--- config.mk ---
export PLATFORM = sky130hd
export DESIGN_NAME = bmw_cell
export DESIGN_NICKNAME = d
export VERILOG_FILES = /design/src/hdl/bmw_pkg.sv /design/src/hdl/bmw_cell.sv
export SDC_FILE = /design/constraint.sdc
export NUM_CORES = 1
export LEC_CHECK = 0
export BUFFER_PORTS_ARGS = -buffer_cell sky130_fd_sc_hd__buf_4
export CORE_AREA = 2 2 39 41
export CTS_CLUSTER_SIZE = 30
export DETAILED_ROUTE_END_ITERATION = 10
export DIE_AREA = 0 0 41 43
export PLACE_DENSITY = 0.56
export SYNTH_ARGS = -nofsm -noshare
export SYNTH_HDL_FRONTEND = slang
export SYNTH_SLANG_ARGS = --single-unit
--- constraint.sdc ---
create_clock -name clk -period 1 [get_ports clk]
set_input_delay 0.15 -clock clk [delete_from_list [all_inputs] [get_ports clk]]
set_output_delay 0.15 -clock clk [all_outputs]
set_load 0.01 [all_outputs]
--- src/hdl/bmw_pkg.sv ---
// bmw_pkg: shared types and constants for the binary morphology window
// fixed field widths, mode codes, register indexes and the cell match struct
// no dependencies
package bmw_pkg;

    // fixed field widths
    localparam int PIX_W      = 8;
    localparam int POS_W      = 10;
    localparam int MODE_W     = 3;
    localparam int SIZE_W     = 11;
    localparam int RAD_W      = 2;
    localparam int SE_W       = 25;
    localparam int SE_IDX_W   = 5;
    localparam int OFS_W      = RAD_W + 1;
    localparam int BIT_W      = 2 * OFS_W;
    localparam int CFG_IDX_W  = 3;
    localparam int CFG_DATA_W = SE_W;

    // pixel levels
    localparam logic [PIX_W-1:0] PIX_FULL = 8'd255;
    localparam logic [PIX_W-1:0] PIX_ZERO = 8'd0;

    // operating modes
    localparam logic [MODE_W-1:0] MODE_ERODE    = 3'd0;
    localparam logic [MODE_W-1:0] MODE_DILATE   = 3'd1;
    localparam logic [MODE_W-1:0] MODE_SUBTRACT = 3'd2;
    localparam logic [MODE_W-1:0] MODE_UNION    = 3'd3;
    localparam logic [MODE_W-1:0] MODE_INTERSECT = 3'd4;

    // configuration register indexes
    localparam logic [CFG_IDX_W-1:0] REG_MODE   = 3'd0;
    localparam logic [CFG_IDX_W-1:0] REG_WIDTH  = 3'd1;
    localparam logic [CFG_IDX_W-1:0] REG_HEIGHT = 3'd2;
    localparam logic [CFG_IDX_W-1:0] REG_RAD_X  = 3'd3;
    localparam logic [CFG_IDX_W-1:0] REG_RAD_Y  = 3'd4;
    localparam logic [CFG_IDX_W-1:0] REG_SE     = 3'd5;

    // per-column window result: some masked pixel set / some masked pixel clear
    typedef struct packed {
        logic hit;
        logic miss;
    } match_t;

endpackage

--- src/hdl/bmw_cell.sv ---
// bmw_cell: one column of the sliding window
// holds a column vector of stored row bits, passes it on, and matches it
// against its mask column; depends on bmw_pkg
module bmw_cell
    import bmw_pkg::*;
#(
    parameter int ROWS = 5
)
(
    input  logic            clk,
    input  logic            rst_n,
    input  logic            shift,
    input  logic [ROWS-1:0] col_in,
    input  logic [ROWS-1:0] mask,
    output logic [ROWS-1:0] col_out,
    output match_t          cell_match
);

    logic [ROWS-1:0] col_reg;

    // column register, moves one place per transaction
    always_ff @(posedge clk or negedge rst_n)
    begin
        if (!rst_n)
        begin
            col_reg <= '0;
        end
        else if (shift)
        begin
            col_reg <= col_in;
        end
    end

    assign col_out = col_reg;

    // match of the held column under the mask
    always_comb
    begin
        cell_match.hit  = |(col_reg & mask);
        cell_match.miss = |(~col_reg & mask);
    end

endmodule

== After elaboration in Yosys (flattened, before gate mapping) ==
Index checks and enable logic that the tools add are counted.

* Flip-flop bits (word level): 5
* Output and inout port bits: 7
* Word-level logic and storage cells: 6
* Input bits: 13

* Bitwise gates (word level): 3
* Reductions and logical operators: 2

{| class="wikitable"
|+ Operators with widths
! operator !! count
|-
| 5-bit bitwise AND || 2
|-
| 5-bit OR reduction || 2
|-
| 5-bit NOT || 1
|}

== Logic depth before layout (Yosys ltp) ==
Gate-level depths: netlist of the first run.

* Depth after elaboration: 3
* Gate-level depth with buffers: 3

== Worst setup path after synthesis of the first run ==
Ideal clock, no wire load.

* Path kind: register to output
* From: reg col_reg[0] (netlist: col_out[0])
* To: out cell_match[0] (netlist name)
* Required time: 0.850 ns
* Path slack: -0.100 ns
* Data arrival time: 0.950 ns
* Stages on the path, launching flop included: 4
* Path buffers: 0
* Path through: dfrtp_1 inv_1 a222oi_1 o221ai_1

{| class="wikitable"
|+ RTL lines
! element !! RTL line !! source
|-
| start: declaration || bmw_cell.sv:19 || <nowiki>logic [ROWS-1:0] col_reg;</nowiki>
|-
| start signal: assignment || bmw_cell.sv:30 || <nowiki>col_reg <= col_in;</nowiki>
|-
| end: declaration || bmw_cell.sv:16 || <nowiki>output match_t cell_match</nowiki>
|}

==> results of run 1 <==
-- stage by stage --
step                total power [mW]  area (um^2)  TNS [ps]  utilization [%]  setup WS [ps]
finish                         0.665          503      -962             36.3           -469
global route                   0.710          503     -1280             36.3           -550
CTS                            0.678          503     -1020             36.3           -472
detailed placement             0.418          440      -310             31.8           -210
global placement               0.416          440      -302             31.8           -210
floorplan                      0.294          238     -99.9                -          -99.9
-- power breakdown --
part	total (mW)	internal [mW]	switching [mW]
registers	0.240	0.222	0.0175
logic	0.197	0.128	0.0687
clock network	0.228	0.151	0.0773
-- final cells by class --
type	instances	area, um^2
Sequential cell	5	125
Clock buffer	4	26.3
Tap cell	16	20.0
Timing Repair Buffer	27	224
Inverter	5	18.8
Fill cell	152	881
Multi-Input combinational cell	13	88.8
-- critical path: cells and delay by family (launching register included) --
kind                   cells  cell delay, ps
flip-flops                 1             350
AO/OA/AOI/OAI              2             500
buffers and inverters      2             230
-- cell usage after synthesis, drive strengths merged --
cell    count  area share, %
dfrtp       5             53
inv         5            7.9
nand2       4            6.3
o21ai       3            6.3
a222oi      2            8.4
mux2        2            9.5
a22oi       1            3.2
buf         1            2.1
o221ai      1            3.7
-- cells by family (layout without fill, tap and decap cells) --
group / Yosys count / after routing / synth area share, %
compound gates: 7 / 7 / 21.6
buf+inv: 6 / 36 / 10.0
flops: 5 / 5 / 52.6
mux: 2 / 2 / 9.47
simple gates: 4 / 4 / 6.31
-- layer usage --
| layer | global-route usage (%) | up-vias |
|---|---|---|
| met1 | 11.5 | 110 |
| met4 | 8.00 | 0 |
| met2 | 10.9 | 13 |
| met3 | 3.14 | 0 |
| met5 | 0 | - |
| li1 | - | 144 |
-- how the worst max path moves through the flow --
stage,start,endpoint,depth (start not counted)
after floorplan,col_out[0],cell_match[0],3
after global placement,col_out[3],cell_match[0],4
after detailed placement,col_out[0],cell_match[0],4
after CTS,col_out[0],cell_match[0],4
after global routing,col_out[3],cell_match[0],4
final,col_out[0],cell_match[0],4
-- repair_timing --
item                                    4_1_cts  5_1_grt
hold endpoints to repair                      5        0
endpoints found under the setup margin        5        5
gates cloned                                  0        0
resized for setup                             5        0
setup buffers                                 1        0
pin swaps                                     2        0
hold buffers                                  1        0
==> results.py, run 1 <==
metrics = {
    "run_status": {
        "outcome": "complete, but fails checks",
        "violations": "setup timing",
    },
    "final_layout": {
        "n_antenna_cell": 0,
        "final_cell_mix": "21 x buf_4, 5 x inv_1, 5 x dfrtp_1, 5 x buf_6, 4 x nand2_1",
        "area_growth_pct": 112,
        "fin_nets": 68,
        "fin_cells": 70,
        "largest_reg_flops": 5,
        "drive_gt1_share_pct": 53.7,
        "layout_commonest_cell": "buf_4",
    },
    "critical_path": {
        "cp-end-kind": "output port",
        "cp.required_ps": 850,
        "r2r-start": "col_out[1]",
        "crit_path_cell_trace": "inv_1 > a222oi_1 > o221ai_1 > buf_4",
        "arrival_ps": 1320,
        "r2r-end": "col_out[1]",
        "critPathKind": "reg -> out",
        "cp_slowest_cell": "dfrtp_1",
        "r2r_slack_ps": 160,
        "start_kind": "flop",
        "critPathMaxStageDelay_ps": 350,
        "rr_worst_depth": 1,
        "crit_fanout": 3,
    },
    "die": {
        "coreArea_um2": 1380,
        "io_pins": 20,
        "die_w_um": 41,
        "start_util_pct": 17.2,
        "num_rows": 14,
        "dieHeight_um": 43,
        "dieArea_um2": 1760,
    },
    "timing": {
        "finClkSkew_ps": 0,
        "finalSetupViolations": 5,
        "drv_slew": 0,
        "tightest_slew_ps": 298,
        "fmax_mhz": 681,
        "report.final.hold_viol_count": 0,
        "fin_crit_ps": 1470,
        "holdWs_ps": 123,
        "min_period_over_period_pct": 147,
        "max_slew_margin_pct": 80.1,
        "grt_setup_unrepaired": "true",
        "final_critical_path_setup_slack_ps": -469,
    },
    "grt": {
        "grtUsageTotal_pct": 8.89,
        "grt_pass1_wl_um": 993,
        "antenna_found_initial": 0,
        "first_global_vias": 255,
        "grt-ovfl-total": 0,
        "grt_max_degree": 9,
    },
    "hold_path": {
        "hold_path_depth": 3,
        "hold_start": "col_in[0]",
        "min_path_type": "in -> reg",
        "whs_endpoint": "col_out[0]",
    },
    "route": {
        "highest_layer": "met3",
        "dr_wl_met2_um": 300,
        "drcViolationCount": 0,
        "wire_per_inst_um": 9.27,
        "drt-met1-wl_um": 276,
        "wirelength_um": 649,
        "vias": 267,
        "dr.first_iter.drc_count": 6,
        "drt_pass1_iterations": 4,
        "viasPerCell": 3.81,
        "wl_met3_um": 72,
        "ant_nets": 0,
    },
    "clocking": {
        "clk_path_buf_depth": 2,
        "htree_levels": 1,
        "root_buffer": "clkbuf_4",
        "cts.clk_slew.worst_paths_ps": 40,
        "numCtsBuffers": 3,
        "cts_tree": "yes",
        "clock-sinks": 5,
        "clock_latency_ps": 240,
    },
    "power_and_ir_drop": {
        "p_leak_nw": 0.263,
        "power_density_nw_per_um2": 1320,
        "ir_drop_uv": 361,
    },
    "synthesis": {
        "ys_seq_area_share_pct": 52.6,
        "synth_area_per_cell_um2": 9.91,
        "syn-num-nets": 37,
        "yosys_warnings": 0,
        "ys_types": 10,
        "synth-seq-cells": 5,
        "syn_area_um2": 238,
        "netlist_instances": 24,
    },
    "place": {
        "port_buffers": 19,
        "gp_congestion": 0.675,
        "place_hpwl_um": 528,
        "placedCellCount": 64,
    },
    "run": {
        "drv_cap": 0,
    },
}
No activity file was read; power rests on OpenSTA's default activity.
==> run 2: changes to the inputs <==
Settings changed: ABC_AREA set to 1, PLACE_DENSITY 0.56 to 0.59, TNS_END_PERCENT set to 30.
==> results.py, run 2 <==
metrics = {
    "run_status": {
        "outcome": "complete, but fails checks",
        "violations": "setup timing",
    },
    "timing": {
        "max_slew_margin_pct": 91.3,
        "finalSetupViolations": 6,
        "finClkSkew_ps": 0,
        "drv_slew": 0,
        "tightest_slew_ps": 130,
        "final_critical_path_setup_slack_ps": -187,
        "report.final.hold_viol_count": 0,
        "fin_crit_ps": 1190,
        "fmax_mhz": 842,
        "grt_setup_unrepaired": "true",
        "min_period_over_period_pct": 119,
    },
    "clocking": {
        "clock_latency_ps": 230,
        "cts.clk_slew.worst_paths_ps": 40,
        "clock-sinks": 5,
        "root_buffer": "clkbuf_4",
        "htree_levels": 1,
        "numCtsBuffers": 3,
        "clk_path_buf_depth": 2,
        "cts_tree": "yes",
    },
    "route": {
        "viasPerCell": 3.81,
        "drcViolationCount": 0,
        "dr.first_iter.drc_count": 6,
        "ant_nets": 0,
        "wire_per_inst_um": 8.10,
        "drt_pass1_iterations": 2,
        "vias": 320,
        "wirelength_um": 680,
    },
    "place": {
        "place_hpwl_um": 523,
        "port_buffers": 19,
        "post_dp_cell_area_um2": 428,
        "placedCellCount": 75,
        "gp_congestion": 0.656,
    },
    "final_layout": {
        "fin_nets": 82,
        "fill_cells": 155,
        "final_cell_mix": "19 x nand2_1, 18 x buf_4",
        "fin_cells": 84,
        "layout_commonest_cell": "nand2_1",
        "n_antenna_cell": 0,
        "largest_reg_flops": 5,
        "stdcell_area_um2": 515,
        "drive_gt1_share_pct": 44.1,
        "area_growth_pct": 86.4,
    },
    "grt": {
        "first_global_vias": 265,
        "grt_pass1_wl_mm": 1.06,
        "grt_max_degree": 11,
        "grtUsageTotal_pct": 9.10,
        "antenna_found_initial": 0,
        "grt-ovfl-total": 0,
    },
    "synthesis": {
        "synth_area_per_cell_um2": 6.74,
        "ys_types": 8,
        "synthArstFlopShare_pct": 100,
        "ys_seq_area_share_pct": 45.2,
        "yosys_warnings": 0,
        "syn-num-nets": 54,
        "netlist_instances": 41,
        "synth-edff-count": 0,
        "ys_top_cells_by_area": "dfrtp_1 45%, nand2_1 27%, o21ai_1 9.0%",
        "synth-seq-cells": 5,
        "yosys-top-cells-count": "20 x nand2_1, 6 x inv_1, 5 x dfrtp_1, 5 x o21ai_1, 2 x nor2_1",
        "synth_flop_cell": "dfrtp_1",
        "synth_top_cell_by_area": "dfrtp_1",
        "syn_area_um2": 277,
        "yosysMostFrequentCell": "nand2_1",
        "synth.top_cell.area_share_pct": 45.2,
    },
    "die": {
        "dieArea_um2": 1760,
        "dieHeight_um": 43,
        "die_w_um": 41,
        "start_util_pct": 20.0,
        "num_rows": 14,
        "io_pins": 20,
        "coreArea_um2": 1380,
    },
    "critical_path": {
        "arrival_ps": 1040,
        "critPathKind": "reg -> out",
        "crit_fanout": 3,
        "r2r_slack_ps": 250,
        "start_kind": "flop",
        "cp-end-kind": "output port",
        "cp.required_ps": 850,
    },
    "run": {
        "drv_cap": 0,
    },
    "power_and_ir_drop": {
        "power.total_uw": 664,
        "p_leak_nw": 0.293,
        "power_density_nw_per_um2": 1290,
        "ir_drop_uv": 444,
    },
    "hold_path": {
        "min_path_type": "in -> reg",
    },
}
-- run 2: changes by cell type after synthesis, moves of 2 or more --
cell,change
o21ai_1,+3
a222oi_1,-2
nand2_1,+16
nor2_1,+2
mux2_1,-2
-- run 2: logic make-up after synthesis --
logic type             share of synthesized area (%)
flip-flops                                      45.2
AND/OR/NAND/NOR                                 32.1
AO/OA/AOI/OAI                                   9.05
buffers and inverters                           13.6
-- run 2: layer usage --
layer / up-vias / GRT usage (%) / share of wire (%)
met5: - / 0 / 0
met1: 135 / 11.8 / 39
met4: 0 / 4.00 / 0
li1: 176 / - / -
met2: 9 / 13.1 / 53
met3: 0 / 3.14 / 7.2
-- run 2: power by group --
| group | total (mW) | leakage, nW | internal [mW] | switching, mW |
|---|---|---|---|---|
| combinational | 0.202 | 0.217 | 0.119 | 0.0832 |
| clock | 0.225 | 0.0150 | 0.150 | 0.0749 |
| sequential | 0.237 | 0.0607 | 0.221 | 0.0158 |
| total | 0.664 | 0.293 | 0.490 | 0.174 |
-- run 2: critical path: stages, from the launching register on --
cell and delay (ps):
dfrtp_1 400, nand2_1 90, nand2_1 50, nor2_1 80, nand2_1 70, buf_6 120
-- run 2: repair_timing --
action,4_1_cts,5_1_grt
hold buffers,1,0
endpoints found under the hold margin,5,0
endpoints found under the setup margin,2,6
pin swaps,4,2
gates resized for setup,4,3
buffers inserted,4,0
-- run 2: path summary, 6_finish.rpt --
| check | cells after the start | start | end |
|---|---|---|---|
| setup reg to reg | 3 | col_out[3] | col_out[3] |
| hold reg to reg | 2 | col_out[4] | col_out[4] |
| max in group asynchronous | 2 | rst_n | col_out[0] |
| min in group asynchronous | 2 | rst_n | col_out[1] |
| setup / recovery | 5 | col_out[1] | cell_match[1] |
| hold / removal | 3 | col_in[3] | col_out[3] |
-- run 2: layout make-up --
cell class | count | area, um^2 | share of cell area, %
Clock buffer | 4 | 26.3 | 5.10
Inverter | 7 | 26.3 | 5.10
Multi-Input combinational cell | 28 | 116 | 22.6
Sequential cell | 5 | 125 | 24.3
Tap cell | 16 | 20.0 | 3.88
Timing Repair Buffer | 24 | 201 | 39.1
-- run 2: metrics by stage --
stage | setup TNS, ps | setup WS [ps] | hold WS [ps] | utilization [%]
final | -494 | -187 | 127 | 37.3
after CTS | -496 | -186 | 125 | 36.8
after global placement | 0 | 38.1 | -45.3 | 30.9
after detailed placement | 0 | 31.0 | -45.7 | 30.9
after floorplan | 0 | 141 | -146 | -
after global routing | -783 | -261 | 121 | 37.3
==> run 3: changes to the inputs <==
Settings changed: ABC_AREA 1 to unset, PLACE_DENSITY 0.59 to 0.56.
==> results.py, run 3 (synthesis gave the netlist of run 1 again) <==
metrics = {
    "clocking": {
        "htree_levels": 1,
        "cts.clk_slew.worst_paths_ps": 40,
        "clock_latency_ps": 240,
        "clock-sinks": 5,
        "numCtsBuffers": 3,
        "clk_path_buf_depth": 2,
        "cts_setup_buffers": 0,
        "cts_tree": "yes",
        "root_buffer": "clkbuf_4",
    },
    "die": {
        "coreArea_um2": 1380,
        "io_pins": 20,
        "dieHeight_um": 43,
        "start_util_pct": 17.2,
        "die_w_um": 41,
        "num_rows": 14,
        "dieArea_um2": 1760,
    },
    "final_layout": {
        "fin_nets": 67,
        "utilization_pct": 35.5,
        "drive_gt1_share_pct": 52.8,
        "stdcell_area_um2": 492,
        "area_growth_pct": 107,
        "n_antenna_cell": 0,
        "largest_reg_flops": 5,
        "final_cell_mix": "21 x buf_4, 5 x inv_1, 5 x dfrtp_1",
        "layout_commonest_cell": "buf_4",
        "fin_cells": 69,
    },
    "route": {
        "wirelength_um": 629,
        "dr.first_iter.drc_count": 5,
        "vias": 261,
        "ant_nets": 0,
        "drcViolationCount": 0,
        "drt_pass1_iterations": 4,
        "viasPerCell": 3.78,
        "wire_per_inst_um": 9.12,
    },
    "timing": {
        "fmax_mhz": 696,
        "fin_crit_ps": 1440,
        "min_period_over_period_pct": 144,
        "finClkSkew_ps": 0,
        "tightest_slew_ps": 297,
        "drv_slew": 0,
        "finalSetupViolations": 5,
        "report.final.hold_viol_count": 0,
        "grt_setup_unrepaired": "true",
        "max_slew_margin_pct": 80.2,
        "holdWs_ps": 123,
        "final_critical_path_setup_slack_ps": -438,
    },
    "grt": {
        "first_global_vias": 255,
        "antenna_found_initial": 0,
        "grt_pass1_wl_um": 993,
        "grt_max_degree": 9,
        "grtUsageTotal_pct": 8.89,
        "grt-ovfl-total": 0,
    },
    "critical_path": {
        "cp.required_ps": 850,
        "cp-end-kind": "output port",
        "start_kind": "flop",
        "critPathKind": "reg -> out",
        "crit_fanout": 3,
        "arrival_ps": 1290,
    },
    "power_and_ir_drop": {
        "power_frac_comb_pct": 28.7,
        "pwr-share-clk_pct": 34.7,
        "p_sw_share_pct": 24.6,
        "p_seq_share_pct": 36.5,
        "power.total_uw": 656,
        "p_sw_uw": 161,
        "p_leak_nw": 0.257,
        "internal-power_uw": 495,
        "power_density_nw_per_um2": 1330,
        "ir_drop_uv": 361,
    },
    "place": {
        "placedCellCount": 64,
        "place_hpwl_um": 528,
        "post_dp_cell_area_um2": 440,
        "port_buffers": 19,
        "gp_congestion": 0.675,
    },
    "run_status": {
        "violations": "setup timing",
        "outcome": "complete, but fails checks",
    },
    "run": {
        "drv_cap": 0,
    },
    "hold_path": {
        "min_path_type": "in -> reg",
    },
}
## run 3: changes by cell type in the layout (fill, tap and decap cells not counted), moves of 2 or more
cell and change:
mux2_1 +2, inv_2 -2, nor2_1 -2, nand2_1 -15
a222oi_1 +2, o21ai_1 -3, buf_4 +3
## run 3: layout make-up
type                            count  area [um^2]
Sequential cell                     5          125
Clock buffer                        4         26.3
Inverter                            5         18.8
Timing Repair Buffer               26          213
Fill cell                         155          892
Tap cell                           16         20.0
Multi-Input combinational cell     13         88.8
## run 3: worst paths after layout
check	start	end	slack, ps	depth (start not counted)
worst max-delay path	col_out[0]	cell_match[0]	-440	4
worst min-delay path	col_in[0]	col_out[0]	120	3
min in group asynchronous	rst_n	col_out[3]	250	2
worst min register to register	col_out[2]	col_out[2]	540	1
worst max register to register	col_out[1]	col_out[1]	170	1
max in group asynchronous	rst_n	col_out[1]	640	2
## run 3: layer usage
| metal | track usage, % | up-vias | share of wire, % |
|---|---|---|---|
| li1 | - | 141 | - |
| met1 | 11.5 | 107 | 43 |
| met2 | 10.9 | 13 | 46 |
| met3 | 3.14 | 0 | 11 |
| met4 | 8.00 | 0 | 0 |
| met5 | 0 | - | 0 |
## run 3: power by group through the flow
stage / Clock (mW) / Combinational [mW] / Sequential, mW
finish: 0.228 / 0.188 / 0.240
global route: 0.250 / 0.209 / 0.242
CTS: 0.240 / 0.191 / 0.239
detailed placement: 0 / 0.176 / 0.242
global placement: 0 / 0.175 / 0.241
floorplan: 0 / 0.0459 / 0.248
## run 3: critical path, cell delays in order (launching register included)
cell      delay (ps)
dfrtp_1          350
inv_1             60
a222oi_1         310
o221ai_1         170
buf_4            170
## run 3: metrics by stage
stage,setup WS (ps),TNS (ps)
after floorplan,-99.9,-99.9
after global placement,-210,-302
after detailed placement,-210,-310
after CTS,-473,-909
after global routing,-550,-1160
final,-438,-810
## run 3: what timing repair did
item	CTS	global route
endpoints found under the hold margin	5	0
gates resized for setup	4	0
pin swaps	0	0
endpoints found under the setup margin	5	5
hold buffers	1	0
cloned	0	0
